File: config.mk
export PLATFORM = sky130hd
export DESIGN_NAME = pgt_match
export DESIGN_NICKNAME = d
export VERILOG_FILES = /design/src/pgt_pkg.sv /design/src/pgt_match.sv
export SDC_FILE = /design/constraint.sdc
export NUM_CORES = 1
export LEC_CHECK = 0
export ABC_AREA = 0
export BUFFER_PORTS_ARGS = -buffer_cell sky130_fd_sc_hd__buf_2
export CORE_MARGIN = 1
export CORE_UTILIZATION = 38
export DETAILED_ROUTE_END_ITERATION = 10
export PLACE_DENSITY = 0.75
export SLEW_MARGIN = 20
export SYNTH_ARGS = -nofsm -noshare
export SYNTH_HDL_FRONTEND = slang
export SYNTH_SLANG_ARGS = --single-unit
File: constraint.sdc
create_clock -name clk -period 2.8 [get_ports clk]
set_clock_uncertainty 0.1 [all_clocks]
set_input_delay 0.28 -clock clk [delete_from_list [all_inputs] [get_ports clk]]
set_output_delay 0.28 -clock clk [all_outputs]
set_load 0.005 [all_outputs]
File: src/pgt_pkg.sv
// ----------------------------------------------------------------------------
// pgt_pkg
// Shared sizes, types and controller states of the pair grouping table.
// ----------------------------------------------------------------------------
package pgt_pkg;

	localparam int MAX_MEMBERS = 256;
	localparam int MAX_GROUPS  = 128;
	localparam int ID_BITS     = 16;

	localparam int MIDX_BITS = $clog2(MAX_MEMBERS);
	localparam int MCNT_BITS = $clog2(MAX_MEMBERS + 1);
	localparam int GIDX_BITS = $clog2(MAX_GROUPS);
	localparam int GCNT_BITS = $clog2(MAX_GROUPS + 1);

	typedef struct packed {
		logic [GIDX_BITS-1:0] grp;
		logic [ID_BITS-1:0]   id;
	} member_t;

	localparam int MEMBER_BITS = $bits(member_t);

	typedef struct packed {
		logic                 found;
		logic [GIDX_BITS-1:0] best;
		logic                 a_in;
	} match_t;

	typedef enum logic [2:0] {
		ST_IDLE,
		ST_SCAN,
		ST_LEAD,
		ST_LWAIT,
		ST_NEW1,
		ST_NEW2,
		ST_DONE
	} state_t;

endpackage

File: src/pgt_match.sv
// ----------------------------------------------------------------------------
// pgt_match
// Tracks the lowest group that holds either id of the pair during the scan.
// ----------------------------------------------------------------------------
module pgt_match (
	input  logic                          clk,
	input  logic                          arst_n,
	input  logic                          clear,
	input  logic                          hit_valid,
	input  pgt_pkg::member_t              member,
	input  logic [pgt_pkg::ID_BITS-1:0]   a,
	input  logic [pgt_pkg::ID_BITS-1:0]   b,
	output pgt_pkg::match_t               match
);

	pgt_pkg::match_t match_q;
	logic            is_a;
	logic            is_b;

	assign is_a  = member.id == a;
	assign is_b  = member.id == b;
	assign match = match_q;

	always_ff @(posedge clk or negedge arst_n) begin
		if (!arst_n) begin
			match_q <= '0;
		end else if (clear) begin
			match_q <= '0;
		end else if (hit_valid && (is_a || is_b)) begin
			if (!match_q.found || member.grp < match_q.best) begin
				match_q.found <= 1'b1;
				match_q.best  <= member.grp;
				match_q.a_in  <= is_a;
			end else if (member.grp == match_q.best && is_a) begin
				match_q.a_in <= 1'b1;
			end
		end
	end

endmodule

# Word level (Yosys, flattened, before mapping)
# Cells that the tools add are included.
[classes]
reduce_logical = 10
muxes = 5
n_lt_le_gt_ge = 1
eq_ne = 3
[ops]
columns = ["op", "count"]
rows = [
  ["$eq A16 B16 Y1", 2],
  ["$mux W9", 2],
  ["$mux W8", 1],
  ["$eq A7 B7 Y1", 1],
  ["$lt A7 B7 Y1", 1],
  ["$reduce_and A2 Y1", 2],
  ["$reduce_bool A2 Y1", 2],
  ["$reduce_bool A3 Y1", 1],
  ["$logic_and A1 B1 Y1", 2],
  ["$logic_or A1 B1 Y1", 2],
  ["$mux W1", 2],
  ["$logic_not A1 Y1", 1],
]
[word_totals]
ff_bits = 9
in_bits = 59

# Depth between registers and ports, before layout
[logic_depth]
depth_word = 6
mapped_depth = 7

# Least setup slack after synthesis
# Ideal clock, no wire load.
[synth_path]
kind = "reg2reg"
from = "register match_q (netlist bit match[6])"
to = "register match_q (netlist bit match[1])"
arrival_time_ps = 1849
path_stages_with_launch = 8
t_required_ps = 2621
setup_time_ps = 79
path_slack_ps = 772
path_buffers = 0
path_cell_list = "dfrtp_1 -> inv_1 -> ha_1 -> a21o_1 -> a21oi_1 -> nand3_1 -> a221oi_4 -> mux2i_1"
[synth_between]
elab_chain_cells = 4
[synth_rtl]
columns = ["element", "line_no", "rtl"]
rows = [
  ["start: declaration", "pgt_match.sv:16", "pgt_pkg::match_t match_q;"],
  ["$lt A7 B7 Y1", "pgt_match.sv:30", "if (!match_q.found || member.grp < match_q.best) begin"],
  ["$logic_or A1 B1 Y1", "pgt_match.sv:30", ""],
  ["$reduce_bool A2 Y1 (no line)", "--", ""],
  ["$reduce_and A2 Y1 (no line)", "--", ""],
]
# No other way between the ends.
# A chain may end at the register's enable or synchronous reset.

# Worst setup path after layout
[layout_path]
from = "register match_q (netlist bit match[6])"
to = "register match_q (netlist bit match[2])"
# Same word-level chain as after synthesis.

==> results.cfg <==
[outcome]
status = finished clean

[sta]
finalMaxSlewViolations = 0
rsz0062_at_grt = no
tns_ns = 0
timing.slew.headroom_pct = 60.29
final-setup-viol-count = 0
fin_crit_ns = 2.226
hold_violations = 0
fmax_mhz = 449.3
finalCritPeriodShare_pct = 79.49
worst_pin_slew_ns = 0.5956
timing.hold.ws_ns = 0.1799

[synthesis]
yosys.area.top_type = xor2_1
synthesis.area_um2 = 1003
synth_cell_types = 20
synth_area_leaders = xor2_1 28%, dfrtp_1 22%, ha_1 8.7%, nand2b_1 8.7%, mux2i_1 7.0%
ys.flop_type = dfrtp_1
synth_fa_ha_area_share_pct = 8.728
synth_top_cell_area_share_pct = 27.93
yosysMostFrequentCell = xor2_1
async_reset_ff_share_pct = 100.0
synth-xor-area-share_pct = 27.93
synthMuxAreaShare_pct = 6.983
ys_seq_area_share_pct = 22.44
syn_inst = 105
synth_simple_gate_area_share_pct = 22.69
synth-compound-area-share_pct = 7.481
synth_edf_count = 0
synth_fp_nets = 171
synth_top_family_by_area = XOR/XNOR gates
ys_ff_latch = 9
syn_area_per_cell_um2 = 9.557
synthTopCellsByCount = 32 x xor2_1, 14 x nand2b_1, 9 x dfrtp_1, 9 x inv_1
yosysWarnings = 0

[worst_setup_path]
crit_family = compound AO/OA/AOI/OAI gates
endpoint_kind = flop
startpoint = match[6]
rr_worst_depth = 7
arrival_ns = 2.31
start_kind = flop
required_ns = 2.88
reg2reg_slack_ns = 0.57
reg2reg_from = match[6]
crit_path_max_incr_delay_ns = 0.60
path_depth = 7
cp_slowest_cell = a221oi_4
path_cells = inv_1, ha_1, a21o_1, a21oi_1, nand3_1, a221oi_4, mux2i_1
crit_end = match[2]
critPathMaxFanout = 8
r2r_end = match[2]
critical_path_buf_inv_count = 1
crit_type = flop to flop

[layout]
drive_gt1_share_pct = 43.18
fill_cells = 242
antenna_cells = 0
regArea_um2 = 225.2
largest_register_ff_count = 9
area_delta_synth_final_pct = 40.40
multi_input_comb_area_um2 = 740.7
nNetsFinal = 243

[routing]
dr.pass1.iters = 4
wirelength_mm = 2.398
viasPerCell = 4.733
vias = 975
first_iter_violations = 10
wire_per_inst_um = 11.64
final_antenna_net_count = 0
route.detailed.drc = 0

[global_route]
grt_pass1_vias = 986
grt_pass1_wl_mm = 3.829
overflow = 0
grt_max_degree = 18
track_usage_pct = 18.28
antenna_found_initial = 0

[clock_tree]
clockRootBuffer = clkbuf_4
cts_hold_buf = 1
clock_latency_ns = 0.26
cts_tree = built
clk_path_buf_depth = 2
clk_pin_slew_ns = 0.07
postCtsSetupBuffers = 0
cts_resized = 0
clock-sinks = 9
cts_buffers = 3
cts_max_level = 1

[floorplanning]
initial_core_util_pct = 40.51
io_pins = 68
die_h_um = 53.39
core-area_um2 = 2477
die_w_um = 53.39
rows = 18
die_area_um2 = 2850

[place]
gp_congestion = 0.8475
io_buffers = 67
dp_hpwl_mm = 2.114

[power_and_ir_drop]
p_leak_nw = 0.7013
power.density_nw_per_um2 = 253.0
peakVddDrop_mv = 0.1453

[min_path]
hold_class = primary input to flop
hp-start = member[16]

[flow_run]
maxCapViolCount = 0
cell usage in the layout, fill, tap and decap left out, drive strengths merged:
cell,netlist,final
o32ai,1,1
or3,1,1
a221oi,1,1
nand3,1,1
dfrtp,9,9
clkbuf,1,4
xor2,32,32
dlygate4sd3,0,1
nand3b,1,1
o21ba,1,1
mux2i,7,7
and3,1,1
a21oi,3,3
and4,1,1
nor4,8,8
nand2b,14,14
a21o,2,2
inv,9,9
buf,0,67
nand4,5,5
ha,7,7
stage by stage:
stage	total power, mW	util [%]	setup WS, ns	cells	instance area, um^2
after floorplan	0.1885	-	0.7716	105	1003
after detailed placement	0.2533	55.40	0.5693	201	1373
after global routing	0.3797	56.87	0.4453	206	1409
final	0.3565	56.87	0.5742	206	1409
after CTS	0.3606	56.87	0.5541	206	1409
after global placement	0.2482	55.40	0.6437	201	1373
report_power, final:
part | switching (mW) | internal, mW
Sequential | 0.00000347 | 0.130
Combinational | 0.0585 | 0.0625
Clock | 0.0505 | 0.0550
Total | 0.109 | 0.247
cell families (layout without fill, tap and decap cells):
kind of cell	Yosys count	after routing
AOI/OAI and AO/OA	8	8
buffers and inverters	10	81
adders and majority gates	7	7
muxes	7	7
xor gates and xnor gates	32	32
DFF	9	9
and+or+nand+nor	32	32
layer usage:
metal / up-vias / part of all wire [%] / track usage, % / wire, um
li1: 506 / - / - / -
met1: 421 / 41 / 20.61 / 989
met2: 48 / 51 / 35.21 / 1223
met3: 0 / 7.7 / 2.586 / 184
met4: 0 / 0 / 3.947 / 0
met5: - / 0 / 0 / 0
tightest hold or removal path, stage by stage:
cell and delay (ns):
buf_2 0.11, nand2b_1 0.06, mux2i_1 0.06
cell type report:
cell class	count	share of cell area, %
Timing Repair Buffer	68	24.51
Inverter	9	2.398
Tap cell	30	2.664
Sequential cell	9	15.99
Multi-Input combinational cell	86	52.58
Clock buffer	4	1.865
how the worst min path moves through the flow:
stage	slack (ns)	end	cells past startpoint
finish	0.18	match[1]	3
global route	0.20	match[7]	3
CTS	0.18	match[1]	3
detailed placement	0.05	match[5]	1
global placement	0.04	match[4]	1
floorplan	-0.12	match[0]	0
No activity file was read; power rests on OpenSTA's default activity.
