**config.mk**
```make
export PLATFORM = sky130hd
export DESIGN_NAME = pgt_ram
export DESIGN_NICKNAME = d
export VERILOG_FILES = /design/src/pgt_ram.sv
export SDC_FILE = /design/constraint.sdc
export NUM_CORES = 1
export LEC_CHECK = 0
export BUFFER_PORTS_ARGS = -buffer_cell sky130_fd_sc_hd__buf_2
export CAP_MARGIN = 20
export CORE_MARGIN = 2
export CORE_UTILIZATION = 40
export DETAILED_ROUTE_END_ITERATION = 8
export GPL_TIMING_DRIVEN = 0
export PLACE_DENSITY = 0.67
export SETUP_SLACK_MARGIN = 0.4
export SLEW_MARGIN = 20
export SYNTH_ARGS = -nofsm -noshare
export SYNTH_HDL_FRONTEND = slang
export SYNTH_SLANG_ARGS = --single-unit
```
**constraint.sdc**
```tcl
create_clock -name clk -period 2.5 [get_ports clk]
set_input_delay 0.5 -clock clk [delete_from_list [all_inputs] [get_ports clk]]
set_output_delay 0.5 -clock clk [all_outputs]
set_load 0.02 [all_outputs]
```
**src/pgt_ram.sv**
```systemverilog
// ----------------------------------------------------------------------------
// pgt_ram
// Generic simple dual-port RAM: one write port, one read port, registered read.
// ----------------------------------------------------------------------------
module pgt_ram #(
	parameter int WIDTH = 8,
	parameter int DEPTH = 16
) (
	input  logic                     clk,
	input  logic                     we,
	input  logic [$clog2(DEPTH)-1:0] waddr,
	input  logic [WIDTH-1:0]         wdata,
	input  logic [$clog2(DEPTH)-1:0] raddr,
	output logic [WIDTH-1:0]         rdata
);

	logic [WIDTH-1:0] mem [DEPTH];

	always_ff @(posedge clk) begin
		if (we) begin
			mem[waddr] <= wdata;
		end
		rdata <= mem[raddr];
	end

endmodule

```
# Word-level counts from Yosys, hierarchy flattened
# Memories as Yosys holds them, arrays and structs flattened. A register that Yosys moved wholly into a read port is not among the register bits.
# Cells that the tools add are included.
classes:
  mux: 2
ops:
  columns: ["cell", "count"]
  rows:
  - ["two-way mux 1 bit", 2]
totals:
  memories: 1
  output_inout_bits: 8
  regBits: 0
  elab_cells: 3
  inputBits: 18
  ram_bits: 128
memory_table:
  columns: ["name", "depth", "width", "read_ports", "rd_ports_with_merged_regs", "wr", "line", "text"]
  rows:
  - ["mem", 16, 8, 1, 1, 1, "17", "logic [WIDTH-1:0] mem [DEPTH];"]

# Depth between registers and ports, before layout
# Gate-level depths: netlist (run 1).
depth:
  depth_word: 2
  depth_mapped: 5
  depth_no_buf: 3

# Least setup slack after synthesis (run 1)
# Ideal clock, no wire load.
synth_timing:
  path_kind: "input to register"
  startpoint: "input port waddr[2]"
  endpoint: "memory mem[0][0], enable pin"
  n_path_buf: 0
  path_stages: 2
  t_arrival_ns: 1.610
  t_required_ns: 2.117
  setup_ns: 0.383
  slack_ns: 0.507
  cell_sequence: "or3b_2 > nor3_1"
synth_rtl:
  columns: ["element", "line", "text"]
  rows:
  - ["start, declared", "11", "input logic [$clog2(DEPTH)-1:0] waddr,"]
  - ["end, declared", "17", null]
# No word-level cell before the write port.

# Final worst setup path (run 1)
layout_timing:
  startpoint: "input port waddr[2]"
  endpoint: "memory mem[1][3], enable pin"
# No word-level cell before the write port.

==> impl_metrics.env, run 1 <==
export IMPL_run_status="completed"
export IMPL_grt_max_degree=17
export IMPL_endpoint_kind="register"
export IMPL_cts_buffers=17
export IMPL_synth_async_reset_ratio_pct=0
export IMPL_timing_final_crit_share_pct=71.5
export IMPL_yosys_top_cells_count="edfxtp_1, mux4_2, a22oi_1"
export IMPL_clock_sinks=136
export IMPL_setup_viol=0
export IMPL_power_mw=5.78
export IMPL_grt_first_pass_wirelength_um=15100
export IMPL_synthAdderAreaFrac_pct=0
export IMPL_start_util_pct=41.0
export IMPL_grt_remaining_overflow=0
export IMPL_fp_dieArea_sq_um=13800
export IMPL_ant_nets=0
export IMPL_via_count=2427
export IMPL_endpoint="mem[1][3]"
export IMPL_grtUsageTotal_pct=15.4
export IMPL_synth_top_family_by_area="multiplexers"
export IMPL_area_growth_pct=20.7
export IMPL_critPathRequiredTime_ns=2.54
export IMPL_p_sw_mw=1.08
export IMPL_viasPerCell=5.31
export IMPL_die_h_um=117
export IMPL_grt_setup_unrepaired="false"
export IMPL_yosysMostFrequentCell="edfxtp_1"
export IMPL_gp_congestion=0.766
export IMPL_hp_class="input port to register"
export IMPL_io_buffers=24
export IMPL_cp_num_buf_inv=1
export IMPL_grt_pass1_vias=2491
export IMPL_synth_edff_count=128
export IMPL_crit_chain="buf_2 > or3b_2 > nor2_1"
export IMPL_hpwl_um=6230
export IMPL_synth_warnings=0
export IMPL_p_leak_nw=2.09
export IMPL_ys_seq_elements=136
export IMPL_h_tree_depth=4
export IMPL_die_w_um=117
export IMPL_reg2reg_from="mem[5][0]"
export IMPL_drv_slew=0
export IMPL_hold_buffers=0
export IMPL_path_max_fanout=8
export IMPL_critical_path_top_delay_family="simple AND/OR/NAND/NOR gates"
export IMPL_crit_path_start="waddr[2]"
export IMPL_synth_compound_area_share_pct=2.33
export IMPL_dr_pass1_iters=4
export IMPL_cts_setup_buffers=0
export IMPL_reg2reg_to="rdata[0]"
export IMPL_synth_area_sq_um=5150
export IMPL_combPwrFrac_pct=4.5
export IMPL_ys_flop_type="edfxtp_1"
export IMPL_clk_pin_slew_ns=0.06
export IMPL_fin_crit_ns=1.79
export IMPL_cap_violations=0
export IMPL_syn_num_nets=247
export IMPL_fmax_mhz=559
export IMPL_ys_seq_area_share_pct=77.8
export IMPL_rows=41
export IMPL_pwr_share_seq_pct=44.3
export IMPL_power_density_nw_per_um2=931
export IMPL_pre_cts_ws_ns=0.308
export IMPL_tightest_slew_ns=0.829
export IMPL_drt_iter0_drc=130
export IMPL_netlist_area_leader_share_pct=74.7
export IMPL_p_clk_share_pct=51.2
export IMPL_arrival_ns=1.83
export IMPL_drive_gt1_share_pct=31.2
export IMPL_whs_ns=0.485
export IMPL_diodes=0
export IMPL_nets=290
export IMPL_drc=0
export IMPL_cts_tree="done"
export IMPL_postSynthAreaPerCell_sq_um=22.5
export IMPL_slowest_stage="nor2_1"
export IMPL_slowest_delay_ns=0.66
export IMPL_wirelength_um=10000
export IMPL_ioPinCount=26
export IMPL_synthDistinctLibCells=19
export IMPL_core_area_sq_um=12600
export IMPL_synth_top_area_cell="edfxtp_1"
export IMPL_synthCells=229
export IMPL_cts_max_path_buffers=2
export IMPL_muxShareOfSynthArea_pct=15.0
export IMPL_synth_xor_area_share_pct=0
export IMPL_cp_num_cells=3
export IMPL_antenna_found_initial=0
export IMPL_clk_latency_ns=0.41
export IMPL_hold_violations=0
export IMPL_finClkSkew_ns=0.00443
export IMPL_worstRegToRegCells=3
export IMPL_synth_area_leaders="edfxtp_1, mux4_2, mux4_1, dfxtp_1, a22oi_1"
export IMPL_path_class="input port to register"
export IMPL_fin_ws_ns=0.712
export IMPL_synthSimpleGateAreaFrac_pct=3.18
export IMPL_peakVddDrop_mv=0.407
export IMPL_start_kind="input port"
export IMPL_root_buffer="clkbuf_16"
export IMPL_swShare_pct=18.7
export IMPL_p_int_mw=4.70
export IMPL_cts_resized_gates=0
export IMPL_avgRoutedWirePerCell_um=22.0
export IMPL_rrSetupSlack_ns=1.07
export IMPL_slew_headroom_pct=44.5
==> through the flow <==
stage / util (%) / TNS, ns / std cells / area [sq um]
6_report: 49.4 / 0 / 457 / 6210
5_1_grt: 49.4 / 0 / 457 / 6210
4_1_cts: 49.4 / 0 / 457 / 6210
3_5_place_dp: 43.8 / 0 / 425 / 5500
3_3_place_gp: 43.6 / -0.518 / 425 / 5480
2_1_floorplan: - / 0 / 229 / 5150
==> registers in the layout, summed over array words and instances, names as in the netlist <==
register and count:
mem 128, rdata 8
==> cell type report <==
class                      instances  area, sq um
fill                            1010         6350
buffer                            10         86.3
timing repair buffer              24          120
clock buffer                      20          467
tap                              172          215
clock inverter                    12          244
multi-input combinational         83         1080
sequential                       136         4000
==> routing by layer <==
layer / vias to the layer above / wire, um / global-route usage, % / share of wire, %
met1: 1259 / 4480 / 21.3 / 45
met3: 17 / 603 / 5.06 / 6.0
met5: - / 0 / 0 / 0
li1: 1061 / - / - / -
met2: 90 / 4770 / 22.9 / 48
met4: 0 / 182 / 6.10 / 1.8
==> power by group through the flow <==
| stage | Combinational, mW | Clock [mW] | Sequential (mW) |
|---|---|---|---|
| global route | 0.280 | 3.10 | 2.56 |
| global placement | 0.256 | 0 | 2.61 |
| floorplan | 0.129 | 0 | 2.63 |
| CTS | 0.264 | 3.00 | 2.56 |
| finish | 0.261 | 2.96 | 2.56 |
| detailed placement | 0.263 | 0 | 2.61 |
==> logic make-up after synthesis <==
logic type             after synthesis
flip-flops                         136
AND/OR/NAND/NOR                     35
multiplexers                        32
AO/OA/AOI/OAI                       16
buffers and inverters               10
==> placed cells by master (no fill, tap or decap), drive strengths merged <==
cell type | Yosys | final
edfxtp | 128 | 128
and2b | 1 | 1
nand2 | 9 | 9
nand3b | 2 | 2
nor3 | 4 | 4
dfxtp | 8 | 8
clkbuf | 0 | 20
nand2b | 2 | 2
nor2 | 13 | 13
nor2b | 1 | 1
nand3 | 1 | 1
buf | 7 | 31
or3b | 1 | 1
clkdlybuf4s25 | 3 | 3
a22oi | 16 | 16
clkinv | 0 | 3
and2 | 1 | 1
clkinvlp | 0 | 2
bufinv | 0 | 7
mux4 | 32 | 32
==> how the worst min path moves through the flow <==
stage | from | to | slack [ns] | cells past startpoint
global route | wdata[6] | mem[12][6] | 0.48 | 1
finish | wdata[6] | mem[12][6] | 0.48 | 1
global placement | mem[11][3] | rdata[3] | 0.66 | 3
CTS | wdata[6] | mem[6][6] | 0.47 | 1
detailed placement | mem[11][3] | rdata[3] | 0.67 | 3
floorplan | wdata[0] | mem[0][0] | 0.60 | 0
(Power assumes the default switching activity.)
==> run 2, diff against run 1 <==
clock period = 1.8 ns   (was 2.5 ns; I/O delays follow)
==> run 2 against run 1 <==
Net effect:
- clock power is 11% higher
- cell area is 1.5% lower
- sequential power is 39% higher
- sequential cell count stayed put
- combinational power is 48% higher
- non-clock buffer count stayed put
- critical endpoint is now mem[11][3]
- largest cell class unchanged
- largest power group is now registers
- highest routed layer unchanged
==> impl_metrics.env, run 2 (synthesized netlist as in run 1, its figures left out) <==
export IMPL_run_status="completed"
export IMPL_diodes=0
export IMPL_clk_pin_slew_ns=0.05
export IMPL_hold_depth=1
export IMPL_final_util_pct=48.7
export IMPL_crit_chain="buf_2 > nand3b_1 > nor2_1"
export IMPL_antenna_found_initial=0
export IMPL_slowest_delay_ns=0.67
export IMPL_cts_max_path_buffers=2
export IMPL_wirelength_um=9640
export IMPL_nets=290
export IMPL_wl_met1_um=4290
export IMPL_die_w_um=117
export IMPL_area_growth_pct=18.9
export IMPL_critical_path_top_delay_family="simple AND/OR/NAND/NOR gates"
export IMPL_grtUsageTotal_pct=15.1
export IMPL_dr_wl_met2_um=4630
export IMPL_grt_remaining_overflow=0
export IMPL_placed_cell_area_sq_um=5510
export IMPL_crit_path_start="waddr[2]"
export IMPL_cap_violations=0
export IMPL_slowest_stage="nor2_1"
export IMPL_hp_class="input port to register"
export IMPL_path_max_fanout=8
export IMPL_tightest_slew_ns=0.773
export IMPL_worstRegToRegCells=3
export IMPL_top_layer_used="met4"
export IMPL_gp_congestion=0.752
export IMPL_hold_end="mem[9][0]"
export IMPL_arrival_ns=1.44
export IMPL_path_class="input port to register"
export IMPL_cts_buffers=17
export IMPL_die_h_um=117
export IMPL_setup_viol=0
export IMPL_drt_iter0_drc=133
export IMPL_fmax_mhz=711
export IMPL_reg2reg_to="rdata[0]"
export IMPL_hold_violations=0
export IMPL_clock_sinks=136
export IMPL_fin_crit_ns=1.41
export IMPL_top_register="mem"
export IMPL_start_kind="input port"
export IMPL_avgRoutedWirePerCell_um=21.1
export IMPL_viasPerCell=5.15
export IMPL_grt_max_degree=17
export IMPL_root_buffer="clkbuf_16"
export IMPL_reg_largest_list="mem (128), rdata (8)"
export IMPL_largest_register_ffs=128
export IMPL_io_buffers=24
export IMPL_drv_slew=0
export IMPL_ant_nets=0
export IMPL_rrSetupSlack_ns=0.42
export IMPL_wl_met3_um=583
export IMPL_finClkSkew_ns=0.00923
export IMPL_slew_headroom_pct=48.3
export IMPL_hold_buffers=0
export IMPL_grt_pass1_vias=2496
export IMPL_rows=41
export IMPL_grt_first_pass_wirelength_um=14800
export IMPL_via_count=2355
export IMPL_clk_latency_ns=0.41
export IMPL_timing_final_crit_share_pct=78.1
export IMPL_fp_dieArea_sq_um=13800
export IMPL_endpoint_kind="register"
export IMPL_cp_num_buf_inv=1
export IMPL_reg2reg_from="mem[1][0]"
export IMPL_ioPinCount=26
export IMPL_grt_setup_unrepaired="true"
export IMPL_design_area_sq_um=6120
export IMPL_hpwl_um=6130
export IMPL_power_mw=7.23
export IMPL_core_area_sq_um=12600
export IMPL_final_cell_mix="edfxtp_1, mux4_2, buf_2"
export IMPL_peakVddDrop_mv=0.669
export IMPL_drive_gt1_share_pct=38.6
export IMPL_dr_pass1_iters=6
export IMPL_cts_tree="done"
export IMPL_h_tree_depth=4
export IMPL_hp_start="wdata[0]"
export IMPL_critPathRequiredTime_ns=1.83
export IMPL_start_util_pct=41.0
export IMPL_drc=0
export IMPL_final_common_cell="edfxtp_1"
export IMPL_power_density_nw_per_um2=1180
export IMPL_p_leak_nw=2.01
[run 2: changes by cell type in the layout (fill, tap and decap cells not counted), moves of 7 or more]
cell / change
mux4_1: -11
mux4_2: +11
nor2_1: -8
nor2_2: +8
bufinv_16: -7
[run 2: final cells by class]
class	count	area [sq um]
Clock buffer	22	518
Tap cell	172	215
Multi-Input combinational cell	83	1080
Fill cell	1004	6450
Buffer	10	120
Timing Repair Buffer	24	120
Clock inverter	10	61.3
Sequential cell	136	4000
[run 2: per-stage QoR]
step	setup WS, ns	hold WS, ns	cells	TNS (ns)
final	0.394	0.352	457	0
after detailed placement	-0.0658	0.679	425	-1.70
after global routing	0.292	0.354	457	0
after floorplan	0.337	0.459	229	0
after global placement	-0.00800	0.669	425	-0.0626
after CTS	0.360	0.337	457	0
[run 2: timing repair]
item | CTS | global route
setup endpoints to repair | 24 | 84
buffers inserted | 0 | 0
resized for setup | 1 | 7
pin swaps | 0 | 1
[run 2: how the worst max path moves through the flow]
| stage | endpoint | slack [ns] | cells past startpoint |
|---|---|---|---|
| global placement | mem[6][7] | -0.008 | 3 |
| finish | mem[11][3] | 0.39 | 3 |
| detailed placement | mem[9][1] | -0.07 | 3 |
| global route | mem[10][0] | 0.29 | 3 |
| floorplan | mem[0][0] | 0.34 | 2 |
| CTS | mem[9][0] | 0.36 | 3 |
[run 2: per-layer routing]
metal / GRT usage (%) / vias to the layer above
met5: 0 / -
met4: 6.33 / 0
met3: 3.70 / 14
met2: 23.0 / 77
met1: 21.1 / 1212
li1: - / 1052
[run 2: power breakdown]
group	switching, mW	total, mW	internal (mW)
combinational	0.229	0.385	0.156
sequential	0.0162	3.56	3.54
clock	1.25	3.28	2.04
total	1.49	7.23	5.73
==> run 3, diff against run 2 <==
PLACE_DENSITY = 0.69   (was 0.67)
clock period = 1.15 ns   (was 1.8 ns; I/O delays follow)
==> run 3 against run 2 <==
Net effect:
- the flow now finishes with violations (setup timing)
- combinational power rose by 95%
- utilization rose by 4.8 points
- hold slack got worse by 0.15 ns
- sequential cell count did not move
- largest power group unchanged
- cell count rose by 4.6%
- register-to-register slack got worse by 0.56 ns
- clock skew fell by 0.0027 ns
==> impl_metrics.env, run 3 (synthesized netlist as in run 1, its figures left out) <==
export IMPL_slew_headroom_pct=45.4
export IMPL_largest_register_ffs=128
export IMPL_hold_buffers=0
export IMPL_tightest_slew_ns=0.816
export IMPL_hp_start="wdata[5]"
export IMPL_grt_max_degree=17
export IMPL_die_h_um=117
export IMPL_hp_class="input port to register"
export IMPL_h_tree_depth=4
export IMPL_peakVddDrop_mv=0.904
export IMPL_antenna_found_initial=0
export IMPL_via_count=2494
export IMPL_diodes=0
export IMPL_fp_dieArea_sq_um=13800
export IMPL_hpwl_um=6160
export IMPL_start_util_pct=41.0
export IMPL_pwr_share_seq_pct=48.4
export IMPL_reg_largest_list="mem (128), rdata (8)"
export IMPL_clk_latency_ns=0.41
export IMPL_start_kind="register"
export IMPL_avgRoutedWirePerCell_um=21.5
export IMPL_cts_tree="done"
export IMPL_clock_sinks=136
export IMPL_swShare_pct=22.1
export IMPL_design_area_sq_um=6720
export IMPL_core_area_sq_um=12600
export IMPL_critPathRequiredTime_ns=1.44
export IMPL_fin_crit_ns=1.29
export IMPL_viasPerCell=5.22
export IMPL_fin_ws_ns=-0.136
export IMPL_die_w_um=117
export IMPL_crit_path_start="mem[3][7]"
export IMPL_grt_first_pass_wirelength_um=16200
export IMPL_p_clk_share_pct=45.1
export IMPL_fmax_mhz=777
export IMPL_timing_final_crit_share_pct=112
export IMPL_final_cell_mix="edfxtp_1, mux4_2, buf_12"
export IMPL_root_buffer="clkbuf_16"
export IMPL_wirelength_um=10300
export IMPL_placed_cell_area_sq_um=5610
export IMPL_power_density_nw_per_um2=1720
export IMPL_rows=41
export IMPL_cap_violations=0
export IMPL_drive_gt1_share_pct=50.3
export IMPL_fillers=941
export IMPL_run_status="finished, violations left"
export IMPL_reg2reg_from="mem[3][7]"
export IMPL_pre_cts_ws_ns=-0.552
export IMPL_grtUsageTotal_pct=16.3
export IMPL_ant_nets=0
export IMPL_path_class="register to register"
export IMPL_ioPinCount=26
export IMPL_final_common_cell="edfxtp_1"
export IMPL_setup_viol=8
export IMPL_area_growth_pct=30.6
export IMPL_drc=0
export IMPL_clk_pin_slew_ns=0.06
export IMPL_p_leak_nw=2.20
export IMPL_io_buffers=24
export IMPL_cts_max_path_buffers=2
export IMPL_endpoint_kind="register"
export IMPL_gp_congestion=0.698
export IMPL_seq_area_sq_um=4010
export IMPL_hold_violations=0
export IMPL_combPwrFrac_pct=6.5
export IMPL_finClkSkew_ns=0.00654
export IMPL_p_int_mw=8.99
export IMPL_top_register="mem"
export IMPL_multi_input_area_sq_um=1210
export IMPL_grt_remaining_overflow=0
export IMPL_violations="setup timing"
export IMPL_cts_buffers=17
export IMPL_grt_pass1_vias=2729
export IMPL_arrival_ns=1.58
export IMPL_dr_pass1_iters=4
export IMPL_p_sw_mw=2.55
export IMPL_path_max_fanout=1
export IMPL_nets=311
export IMPL_drv_slew=0
export IMPL_drt_iter0_drc=286
export IMPL_grt_setup_unrepaired="true"
[run 3: layout make-up]
type | instances | share of cell area (%)
Sequential cell | 136 | 59.7
Multi-Input combinational cell | 83 | 18.0
Timing Repair Buffer | 45 | 8.71
Clock buffer | 18 | 6.53
Tap cell | 172 | 3.20
Clock inverter | 14 | 2.08
Buffer | 10 | 1.79
[run 3: per-layer routing]
layer | wire length, um | GRT usage (%) | up-vias
li1 | - | - | 1096
met1 | 4340 | 22.1 | 1304
met2 | 5200 | 26.1 | 89
met3 | 659 | 4.09 | 5
met4 | 57 | 5.42 | 0
met5 | 0 | 0 | -
[run 3: power groups by stage]
| stage | Sequential, mW | Clock, mW | Combinational [mW] |
|---|---|---|---|
| after floorplan | 5.71 | 0 | 0.336 |
| after global placement | 5.66 | 0 | 0.610 |
| after detailed placement | 5.67 | 0 | 0.624 |
| after CTS | 5.58 | 5.30 | 0.746 |
| after global routing | 5.59 | 5.51 | 0.805 |
| final | 5.58 | 5.21 | 0.749 |
[run 3: through the flow]
stage	cells	hold WS, ns	setup TNS (ns)	total power, mW	utilization [%]
global placement	425	0.608	-46.26	6.27	44.6
finish	478	0.204	-0.833	11.5	53.5
detailed placement	425	0.620	-49.57	6.29	44.6
floorplan	229	0.329	-7.96	6.05	-
CTS	478	0.178	-0.967	11.6	53.2
global route	478	0.206	-1.21	11.9	53.5
[run 3: critical path, cell delays in order (launching register included)]
cell      delay (ns)
edfxtp_1        0.37
mux4_2          0.48
a22oi_1         0.24
nand2_1         0.08
[run 3: worst paths after layout]
kind | endpoint | cells after the start | slack (ns)
max | rdata[7] | 3 | -0.14
max reg2reg | rdata[7] | 3 | -0.14
min | mem[12][5] | 1 | 0.20
min reg2reg | rdata[0] | 3 | 0.70
[run 3: repair_timing]
action,CTS,global route
hold endpoints to repair,0,0
setup buffers,21,0
pin swaps,17,13
endpoints found under the setup margin,144,136
resized for setup,45,9
